--- config.mk ---
export PLATFORM = sky130hd
export DESIGN_NAME = sltc_engine
export DESIGN_NICKNAME = d
export VERILOG_FILES = /design/src/rtl/core/sltc_pkg.sv /design/src/rtl/core/sltc_table.sv /design/src/rtl/core/sltc_engine.sv
export SDC_FILE = /design/constraint.sdc
export NUM_CORES = 2
export LEC_CHECK = 0
export BUFFER_PORTS_ARGS = -buffer_cell sky130_fd_sc_hd__buf_2
export CAP_MARGIN = 25
export CORE_UTILIZATION = 60
export CTS_CLUSTER_SIZE = 40
export DETAILED_ROUTE_END_ITERATION = 16
export PLACE_DENSITY = 0.76
export SYNTH_ARGS = -nofsm -noshare
export SYNTH_HDL_FRONTEND = slang
export SYNTH_HIERARCHICAL = 1
export SYNTH_SLANG_ARGS = --single-unit
--- constraint.sdc ---
create_clock -name clk -period 22.6 [get_ports clk]
set_clock_uncertainty 0.2 [all_clocks]
set_input_delay 1.13 -clock clk [delete_from_list [all_inputs] [get_ports clk]]
set_output_delay 1.13 -clock clk [all_outputs]
set_load 0.005 [all_outputs]
--- src/rtl/core/sltc_pkg.sv ---
package sltc_pkg;

  localparam int ELEM_W        = 4;
  localparam int COUNT_W       = 5;
  localparam int REQ_W         = 2;
  localparam int DEF_MAX_ELEMS = 16;

  localparam logic [REQ_W-1:0] REQ_WRITE = 2'd0;
  localparam logic [REQ_W-1:0] REQ_QUERY = 2'd1;
  localparam logic [REQ_W-1:0] REQ_CHECK = 2'd2;

  typedef struct packed {
    logic [REQ_W-1:0]  req_type;
    logic [ELEM_W-1:0] row_elem;
    logic [ELEM_W-1:0] col_elem;
    logic [ELEM_W-1:0] value_elem;
  } req_t;

  typedef struct packed {
    logic [ELEM_W-1:0] read_value;
    logic              bad_element;
    logic              assoc_ok;
    logic              comm_ok;
    logic              idem_ok;
    logic              valid_ok;
  } result_t;

endpackage

--- src/rtl/core/sltc_table.sv ---
module sltc_table #(
  parameter int AW = 8
) (
  input  logic                      clk,
  input  logic                      we,
  input  logic [AW-1:0]             waddr,
  input  logic [sltc_pkg::ELEM_W-1:0] wdata,
  input  logic [AW-1:0]             a_addr,
  input  logic [AW-1:0]             b_addr,
  output logic [sltc_pkg::ELEM_W-1:0] a_q,
  output logic [sltc_pkg::ELEM_W-1:0] b_q
);
  import sltc_pkg::*;

  logic [ELEM_W-1:0] mem [(1<<AW)];

  always_ff @(posedge clk) begin
    if (we) begin
      mem[waddr] <= wdata;
    end
    a_q <= mem[a_addr];
    b_q <= mem[b_addr];
  end

endmodule

--- src/rtl/core/sltc_engine.sv ---
module sltc_engine #(
  parameter int MAX_ELEMS = sltc_pkg::DEF_MAX_ELEMS
) (
  input  logic                         clk,
  input  logic                         rst_n,
  input  logic                         start,
  output logic                         busy,
  input  sltc_pkg::req_t               req,
  input  logic [sltc_pkg::COUNT_W-1:0] n_eff,
  output logic                         out_valid,
  output sltc_pkg::result_t            res
);
  import sltc_pkg::*;

  // only indices below 2^ELEM_W can ever be written; larger ones keep reset values
  localparam int EDIM = (MAX_ELEMS < (1 << ELEM_W)) ? MAX_ELEMS : (1 << ELEM_W);
  localparam int IW   = $clog2(EDIM);
  localparam int AW   = 2 * IW;

  localparam logic [2:0] ST_CLEAR = 3'd0;
  localparam logic [2:0] ST_IDLE  = 3'd1;
  localparam logic [2:0] ST_AXY   = 3'd2;
  localparam logic [2:0] ST_AXYW  = 3'd3;
  localparam logic [2:0] ST_AZ0   = 3'd4;
  localparam logic [2:0] ST_AZ1   = 3'd5;
  localparam logic [2:0] ST_CMP   = 3'd6;
  localparam logic [2:0] ST_FIN   = 3'd7;

  logic [2:0]         state_r, state_nxt;
  logic [AW-1:0]      clr_cnt_r;
  logic [COUNT_W-1:0] n_r, x_r, y_r, z_r;
  logic [ELEM_W-1:0]  xy_r, right_r, xd_r;
  logic               cmp_pend_r, cpend_r, diag_r;
  logic               assoc_r, comm_r, idem_r;

  logic               ov_r, bad_r, rq_r, fa_r, fc_r, fi_r, fv_r;

  logic [COUNT_W-1:0] a_row, a_col, b_row, b_col;
  logic               a_hit, b_hit, a_hit_r, b_hit_r;
  logic [ELEM_W-1:0]  a_const, b_const, a_const_r, b_const_r;
  logic [ELEM_W-1:0]  a_q, b_q, a_data, b_data;

  logic               we;
  logic [AW-1:0]      waddr;
  logic [ELEM_W-1:0]  wdata;

  logic               accept, req_bad, last_x, last_y, last_z;
  logic               comm_fin, idem_fin;
  logic [COUNT_W-1:0] req_row, req_col, req_val;
  logic [IW-1:0]      clr_row, clr_col;

  assign busy    = (state_r != ST_IDLE);
  assign accept  = start && !busy;
  assign req_row = COUNT_W'(req.row_elem);
  assign req_col = COUNT_W'(req.col_elem);
  assign req_val = COUNT_W'(req.value_elem);

  always_comb begin
    req_bad = 1'b0;
    case (req.req_type)
      REQ_WRITE: req_bad = (req_row >= n_eff) || (req_col >= n_eff) || (req_val >= n_eff);
      REQ_QUERY: req_bad = (req_row >= n_eff) || (req_col >= n_eff);
      default:   req_bad = 1'b0;
    endcase
  end

  assign last_x = (x_r == n_r - COUNT_W'(1));
  assign last_y = (y_r == n_r - COUNT_W'(1));
  assign last_z = (z_r == n_r - COUNT_W'(1));

  // read address selection for both ports
  always_comb begin
    a_row = req_row;
    a_col = req_col;
    b_row = req_row;
    b_col = req_col;
    case (state_r)
      ST_AXY: begin
        a_row = x_r;
        a_col = y_r;
      end
      ST_AZ0: begin
        a_row = y_r;
        a_col = z_r;
        b_row = COUNT_W'(xy_r);
        b_col = z_r;
      end
      ST_AZ1: begin
        a_row = x_r;
        a_col = COUNT_W'(a_data);
      end
      ST_CMP: begin
        a_row = x_r;
        a_col = y_r;
        b_row = y_r;
        b_col = x_r;
      end
      default: ;
    endcase
  end

  // entries outside the stored square hold their reset values
  assign a_hit   = (int'(a_row) < EDIM) && (int'(a_col) < EDIM);
  assign b_hit   = (int'(b_row) < EDIM) && (int'(b_col) < EDIM);
  assign a_const = ((int'(a_row) < MAX_ELEMS) && (a_row == a_col)) ? a_row[ELEM_W-1:0] : '0;
  assign b_const = ((int'(b_row) < MAX_ELEMS) && (b_row == b_col)) ? b_row[ELEM_W-1:0] : '0;

  assign a_data = a_hit_r ? a_q : a_const_r;
  assign b_data = b_hit_r ? b_q : b_const_r;

  assign clr_row = clr_cnt_r[AW-1:IW];
  assign clr_col = clr_cnt_r[IW-1:0];

  always_comb begin
    if (state_r == ST_CLEAR) begin
      we    = 1'b1;
      waddr = clr_cnt_r;
      wdata = (clr_row == clr_col) ? ELEM_W'(clr_row) : '0;
    end else begin
      we    = accept && (req.req_type == REQ_WRITE) && !req_bad;
      waddr = {req_row[IW-1:0], req_col[IW-1:0]};
      wdata = req.value_elem;
    end
  end

  sltc_table #(.AW(AW)) u_table (
    .clk    (clk),
    .we     (we),
    .waddr  (waddr),
    .wdata  (wdata),
    .a_addr ({a_row[IW-1:0], a_col[IW-1:0]}),
    .b_addr ({b_row[IW-1:0], b_col[IW-1:0]}),
    .a_q    (a_q),
    .b_q    (b_q)
  );

  always_comb begin
    state_nxt = state_r;
    case (state_r)
      ST_CLEAR: if (clr_cnt_r == '1) state_nxt = ST_IDLE;
      ST_IDLE:  if (accept && (req.req_type == REQ_CHECK) && (n_eff != '0)) state_nxt = ST_AXY;
      ST_AXY:   state_nxt = ST_AXYW;
      ST_AXYW:  state_nxt = ST_AZ0;
      ST_AZ0:   state_nxt = ST_AZ1;
      ST_AZ1: begin
        if (!last_z)      state_nxt = ST_AZ0;
        else if (last_y && last_x) state_nxt = ST_CMP;
        else              state_nxt = ST_AXY;
      end
      ST_CMP:   if (last_x && last_y) state_nxt = ST_FIN;
      ST_FIN:   state_nxt = ST_IDLE;
      default:  state_nxt = ST_IDLE;
    endcase
  end

  assign comm_fin = comm_r && (a_data == b_data);
  assign idem_fin = idem_r && !(diag_r && (a_data != xd_r));

  always_ff @(posedge clk) begin
    if (!rst_n) begin
      state_r    <= ST_CLEAR;
      clr_cnt_r  <= '0;
      cmp_pend_r <= 1'b0;
      cpend_r    <= 1'b0;
      ov_r       <= 1'b0;
    end else begin
      state_r    <= state_nxt;
      cmp_pend_r <= (state_r == ST_AZ1);
      cpend_r    <= (state_r == ST_CMP);
      if (state_r == ST_CLEAR) begin
        clr_cnt_r <= clr_cnt_r + AW'(1);
      end
      ov_r <= (accept && !((req.req_type == REQ_CHECK) && (n_eff != '0))) ||
              (state_r == ST_FIN);
    end
  end

  always_ff @(posedge clk) begin
    a_hit_r   <= a_hit;
    b_hit_r   <= b_hit;
    a_const_r <= a_const;
    b_const_r <= b_const;
    diag_r    <= (x_r == y_r);
    xd_r      <= x_r[ELEM_W-1:0];

    if (cmp_pend_r && (a_data != right_r)) assoc_r <= 1'b0;
    if (cpend_r) begin
      comm_r <= comm_fin;
      idem_r <= idem_fin;
    end

    case (state_r)
      ST_IDLE: begin
        if (accept) begin
          n_r     <= n_eff;
          x_r     <= '0;
          y_r     <= '0;
          z_r     <= '0;
          assoc_r <= 1'b1;
          comm_r  <= 1'b1;
          idem_r  <= 1'b1;
          bad_r   <= req_bad;
          rq_r    <= (req.req_type == REQ_QUERY) && !req_bad;
          fa_r    <= (req.req_type == REQ_CHECK);
          fc_r    <= (req.req_type == REQ_CHECK);
          fi_r    <= (req.req_type == REQ_CHECK);
          fv_r    <= (req.req_type == REQ_CHECK);
        end
      end
      ST_AXYW: xy_r <= a_data;
      ST_AZ1: begin
        right_r <= b_data;
        if (!last_z) begin
          z_r <= z_r + COUNT_W'(1);
        end else begin
          z_r <= '0;
          if (!last_y) begin
            y_r <= y_r + COUNT_W'(1);
          end else begin
            y_r <= '0;
            if (!last_x) x_r <= x_r + COUNT_W'(1);
            else         x_r <= '0;
          end
        end
      end
      ST_CMP: begin
        if (!last_y) begin
          y_r <= y_r + COUNT_W'(1);
        end else begin
          y_r <= '0;
          x_r <= x_r + COUNT_W'(1);
        end
      end
      ST_FIN: begin
        rq_r <= 1'b0;
        fa_r <= assoc_r;
        fc_r <= comm_fin;
        fi_r <= idem_fin;
        fv_r <= assoc_r && comm_fin && idem_fin;
      end
      default: ;
    endcase
  end

  assign out_valid       = ov_r;
  assign res.read_value  = rq_r ? a_data : '0;
  assign res.bad_element = bad_r;
  assign res.assoc_ok    = fa_r;
  assign res.comm_ok     = fc_r;
  assign res.idem_ok     = fi_r;
  assign res.valid_ok    = fv_r;

endmodule

# Yosys cells after proc, flatten, opt, wreduce, memory -nomap -nowiden
# Memories as Yosys holds them, arrays and structs flattened. A register that Yosys moved wholly into a read port is not among the register bits.
# Index checks and enable logic that the tools add are counted.
# W data, S select, Z words.
word_totals:
  reg_bits: 66
  mem_bits_rw: 1024
  mem_count: 1
memory_table:
  columns: ["name", "words", "word_bits", "read_ports", "rd_ports_with_merged_regs", "write_ports", "line_no", "source"]
  rows:
  - ["u_table.mem", 256, 4, 2, 2, 1, "sltc_table.sv:15", "logic [ELEM_W-1:0] mem [(1<<AW)];"]
classes:
  addsub: 5
  magnitude_cmp: 7
  eq_ne: 28
  n_mux: 47
  n_reduce_logical: 40
ops:
  columns: ["cell", "n"]
  rows:
  - ["$pmux W5 S3", 3]
  - ["$mux W5", 8]
  - ["$pmux W5 S2", 4]
  - ["$eq A5 B5 Y1", 6]
  - ["$pmux W3 S8", 1]
  - ["$lt A5 B5 Y1 const B", 4]
  - ["$mux W4", 5]
  - ["$logic_and A1 B1 Y1", 19]
  - ["$add A5 B1 Y5 const B", 3]
  - ["$ge A4 B5 Y1", 3]
  - ["$mux W3", 5]
  - ["$mux W1", 14]
  - ["$eq A3 B3 Y1 const B", 4]
  - ["$ne A2 B2 Y1 const B", 6]
  - ["$pmux W1 S2", 6]
  - ["$add A8 B1 Y8 const B", 1]
  - ["$eq A4 B4 Y1", 2]
  - ["$eq A8 B8 Y1 const B", 1]
  - ["$mux W8", 1]
  - ["$ne A4 B4 Y1", 2]
  - ["$eq A3 B2 Y1 const B", 2]
  - ["$reduce_and A2 Y1", 3]
  - ["$reduce_and A3 Y1", 2]
  - ["$reduce_and A5 Y1", 1]
  - ["other kinds (15)", 21]

# Logic depth before layout (Yosys ltp)
logic_depth:
  depth_word: 9
  ltp_mapped: 17

# Hierarchy
# The synthesis kept the hierarchy.
by_module_without_submodules:
  columns: ["module", "n_inst", "cells_per_inst", "area_each_um2", "seq_area_each_um2"]
  rows:
  - ["sltc_table", 1, 2733, 49273.5, 30909.6]
  - ["sltc_engine", 1, 470, 4345.4, 1661.6]

# Worst setup path before layout
# No wires, ideal clock.
synth_path:
  path_type: "input port to flip-flop"
  startpoint: "input port req[0] in the netlist's numbering"
  endpoint: "memory u_table.mem[0][0] (data pin)"
  setup_time_ns: 2.189
  t_arrival_ns: 11.082
  t_required_ns: 20.211
  path_slack_ns: 9.130
  path_stages: 2
  n_path_buf: 0
  path_cell_list: "inv_1 o21ai_0"
synth_between:
  elab_chain_cells: 1
synth_lines:
  columns: ["element", "line_no", "source"]
  rows:
  - ["from (decl)", "sltc_engine.sv:8", "input sltc_pkg::req_t req,"]
  - ["$mux W4", "sltc_engine.sv:115", "if (state_r == ST_CLEAR) begin"]
  - ["named net wdata[0]", "sltc_engine.sv:45", "logic [ELEM_W-1:0] wdata;"]
  - ["to (decl)", "sltc_table.sv:15", null]
# The timed path passes the listed nets, and every way through them passes these cells.

# Final worst setup path
layout_path:
  startpoint: "register state_r[0]"
  endpoint: "register u_table/a_q[1] in the netlist's numbering, read port of u_table.mem"
layout_between:
  elab_chain_cells: 3
  word_cells_on_any_way: 8
  classes_between: "eq/ne: 4; mux: 2; reduce/logical: 2"
layout_lines:
  columns: ["element", "line_no", "source"]
  rows:
  - ["from (decl)", "sltc_engine.sv:29", "logic [2:0] state_r, state_nxt;"]
  - ["from (signal assigned)", "sltc_engine.sv:167", "state_r <= state_nxt;"]
  - ["$eq A3 B3 Y1 / $eq A3 B2 Y1 (equally long branches)", "sltc_engine.sv:77", "case (state_r)"]
  - ["$reduce_or A2 Y1 (no source line)", null, null]
  - ["$pmux W5 S3 (*)", "sltc_engine.sv:77", null]
  - ["named net a_col[0]", "sltc_engine.sv:38", "logic [COUNT_W-1:0] a_row, a_col, b_row, b_col;"]
  - ["to (decl)", "sltc_table.sv:10", "output logic [sltc_pkg::ELEM_W-1:0] a_q,"]
# The timed path passes the listed nets; every way through them passes the cells marked *.
# A chain may end at the register's enable or synchronous reset.

==> out/qor.yml <==
status:
  status: "complete, no violations"
sta:
  setup_tns_ps: 0
  layout_worst_path_cycle_share: 0.324
  worstMarginPinSlew_ps: 1140
  min_period_ps: 7320
  slew_violations: 0
  finalSetupViolCount: 0
  fmax_mhz: 137
  hold_viol_final: 0
  layout_setup_ws_ps: 15280
  slew_headroom: 0.240
  rsz0062_at_grt: "false"
setup_path:
  path_class: "reg -> reg"
  cp-end-kind: "flip-flop"
  arrival_ps: 7670
  crit_required_ps: 22950
  crit_chain: "nand3b_1 -> inv_1 -> a22oi_1 -> a21oi_4 -> buf_4 -> buf_4 -> buf_4 -> mux4_2 -> mux4_2 -> a211o_1 -> nand4_1 -> o211ai_1"
  cpMostUsedCell: "buf_4"
  cp_slowest_cell: "dfxtp_1"
  cp-start-kind: "flip-flop"
  max_stage_delay_ps: 1020
  cp_max_fo: 50
yosys:
  synthCells: 3203
  ys_warn_count: 6
  ys_async_sr_fraction: 0
  synth.area.top_cells: "edfxtp_1 (59%), mux4_2 (20%), mux2i_1 (3.1%)"
  synth_top_area_frac: 0.593
  synth_nets: 3244
  synth_edf_count: 1058
  avgSynthCellArea_sq_um: 16.7
  ys.flop_type: "edfxtp_1"
  ys_seq_area_frac: 0.607
  ys_ff_latch: 1098
  ys_types: 79
  yosys.area.top_type: "edfxtp_1"
  ys_top_cells_by_count: "edfxtp_1 (1058), mux4_2 (473), nor2_1 (315)"
  synth.most_common_cell: "edfxtp_1"
  synth.cell_area_sq_um: 53600
final_layout:
  nNetsFinal: 3195
  drive_gt1_frac: 0.261
  syn_to_final_growth_pct: 8.45
clock_network:
  clkTransAtPathRegs_ps: 60
  clk_latency_ps: 680
  cts_sinks: 1098
  cts_tree: "yes"
  cts_root_buf: "clkbuf_16"
  postCtsSetupBuffers: 0
  hold_buffers: 0
  htreeDepth: 3
  clockBufferDepth: 3
  cts_resized: 0
  numCtsBuffers: 108
routing:
  drcViolationCount: 0
  ant_nets: 0
  totalWireLength_um: 151000
  vias: 33003
  first_iter_violations: 4988
  viasPerCell: 7.49
  firstDrtPassIters: 6
  wl_per_cell_um: 34.1
global_route:
  grt-ovfl-total: 0
  grt.total_usage: 0.337
  grt_pass1_wl_um: 220000
  grt_pass1_vias: 33040
  grt_start_max_net_pins: 126
  antenna_found_initial: 2
power_and_ir_drop:
  p_leak_nw: 19.2
  ir_drop_mv: 0.0734
  power_density_nw_per_um2: 73.9
  total_power_mw: 4.30
flow_run:
  max_cap_viol_count: 0
die:
  start_util: 0.606
  dieArea_sq_um: 90600
  core_sq_um: 88500
  die_w_um: 301
  fp.dieH_um: 301
  io_pins: 33
  num_rows: 109
placed_design:
  place_ws_ps: 15240
  gp_congestion: 1.01
  io_buffers: 32
  dpl.hpwl_um: 96200
hold_path:
  hold_path_class: "reg -> reg"
==> logic make-up (layout without fill, tap and decap cells) <==
kind of cell    after synthesis  after routing  share of synthesized area
mux                         706            706                      0.244
flops                      1098           1098                      0.607
simple gates                667            667                     0.0564
xor+xnor                     61             61                     0.0101
buf+inv                     293            330                     0.0288
fa+ha+maj                    19             19                    0.00443
compound gates              359            359                     0.0488
other cells                   0              4                          0
==> routing by layer <==
metal | up-vias | global-route usage | part of all wire | wire length, um
li1 | 13055 | - | - | -
met1 | 16769 | 0.443 | 0.34 | 51200
met2 | 2668 | 0.519 | 0.47 | 70300
met3 | 511 | 0.0976 | 0.14 | 20800
met4 | 0 | 0.168 | 0.055 | 8260
met5 | - | 0 | 0 | 0
==> critical path: cells and delay by family, from the launching register on <==
kind	cells	cell delay, ps
compound gates	4	1390
buf+inv	4	2800
flops	1	1020
mux	2	1120
simple gates	2	540
==> flip-flops by register name, summed over array words and instances (netlist names), 3 cells and up <==
name / count
b_const_r: 4
a_const_r: 4
right_r: 4
x_r: 5
y_r: 5
state_r: 3
clr_cnt_r: 8
n_r: 5
u_table/mem: 1024
u_table/b_q: 4
u_table/a_q: 4
z_r: 5
xy_r: 4
xd_r: 4
==> layout make-up <==
class | instances | area, sq um
Clock inverter | 54 | 612
Tap cell | 1165 | 1460
Timing Repair Buffer | 97 | 768
Fill cell | 5820 | 30400
Antenna cell | 4 | 10.0
Sequential cell | 1098 | 32600
Clock buffer | 142 | 2920
Inverter | 37 | 146
Multi-Input combinational cell | 1812 | 19700
==> metrics by stage <==
step / instances / area, sq um / utilization / hold WS, ps
4_1_cts: 4401 / 58000 / 0.656 / 276
6_report: 4409 / 58100 / 0.657 / 274
3_3_place_gp: 4202 / 54400 / 0.615 / 252
2_1_floorplan: 3203 / 53600 / - / 143
3_5_place_dp: 4205 / 54500 / 0.616 / 264
5_1_grt: 4405 / 58100 / 0.657 / 307
==> layout by cell type, fill, tap and decap left out, types with 12 or more instances in the layout <==
master,instances
nor2_1,315
nand3_1,41
a21boi_0,12
mux4_2,473
o21ai_0,25
a21oi_1,47
o22ai_1,47
nor2b_1,37
a211oi_1,28
buf_2,32
clkinv_2,20
a221oi_1,14
edfxtp_1,1058
mux2_2,67
nor3_1,23
clkbuf_16,111
nand2_1,134
nand4_1,27
buf_4,57
dfxtp_1,40
clkinv_1,12
inv_1,32
a22oi_1,15
xnor2_1,38
clkbuf_1,28
mux2i_1,164
and2_1,12
xor2_1,22
nand2b_1,21
bufinv_16,12
o221ai_1,69
ha_1,19
==> path summary, 6_finish.rpt <==
kind | start | to | slack [ps] | depth (start not counted)
max | state_r[0]$_SDFFE_PN0P_ | u_table/a_q[1]$_DFF_P_ | 15280 | 12
min reg2reg | comm_r$_DFF_P_ | comm_r$_DFF_P_ | 270 | 2
max reg2reg | state_r[0]$_SDFFE_PN0P_ | u_table/a_q[1]$_DFF_P_ | 15280 | 12
min | comm_r$_DFF_P_ | comm_r$_DFF_P_ | 270 | 2
==> report_power, final <==
part | internal [mW] | switching (mW)
sequential | 2.20 | 0.00547
combinational | 0.105 | 0.176
clock | 1.05 | 0.765
total | 3.35 | 0.946
Power figures use the tool's default switching activity.
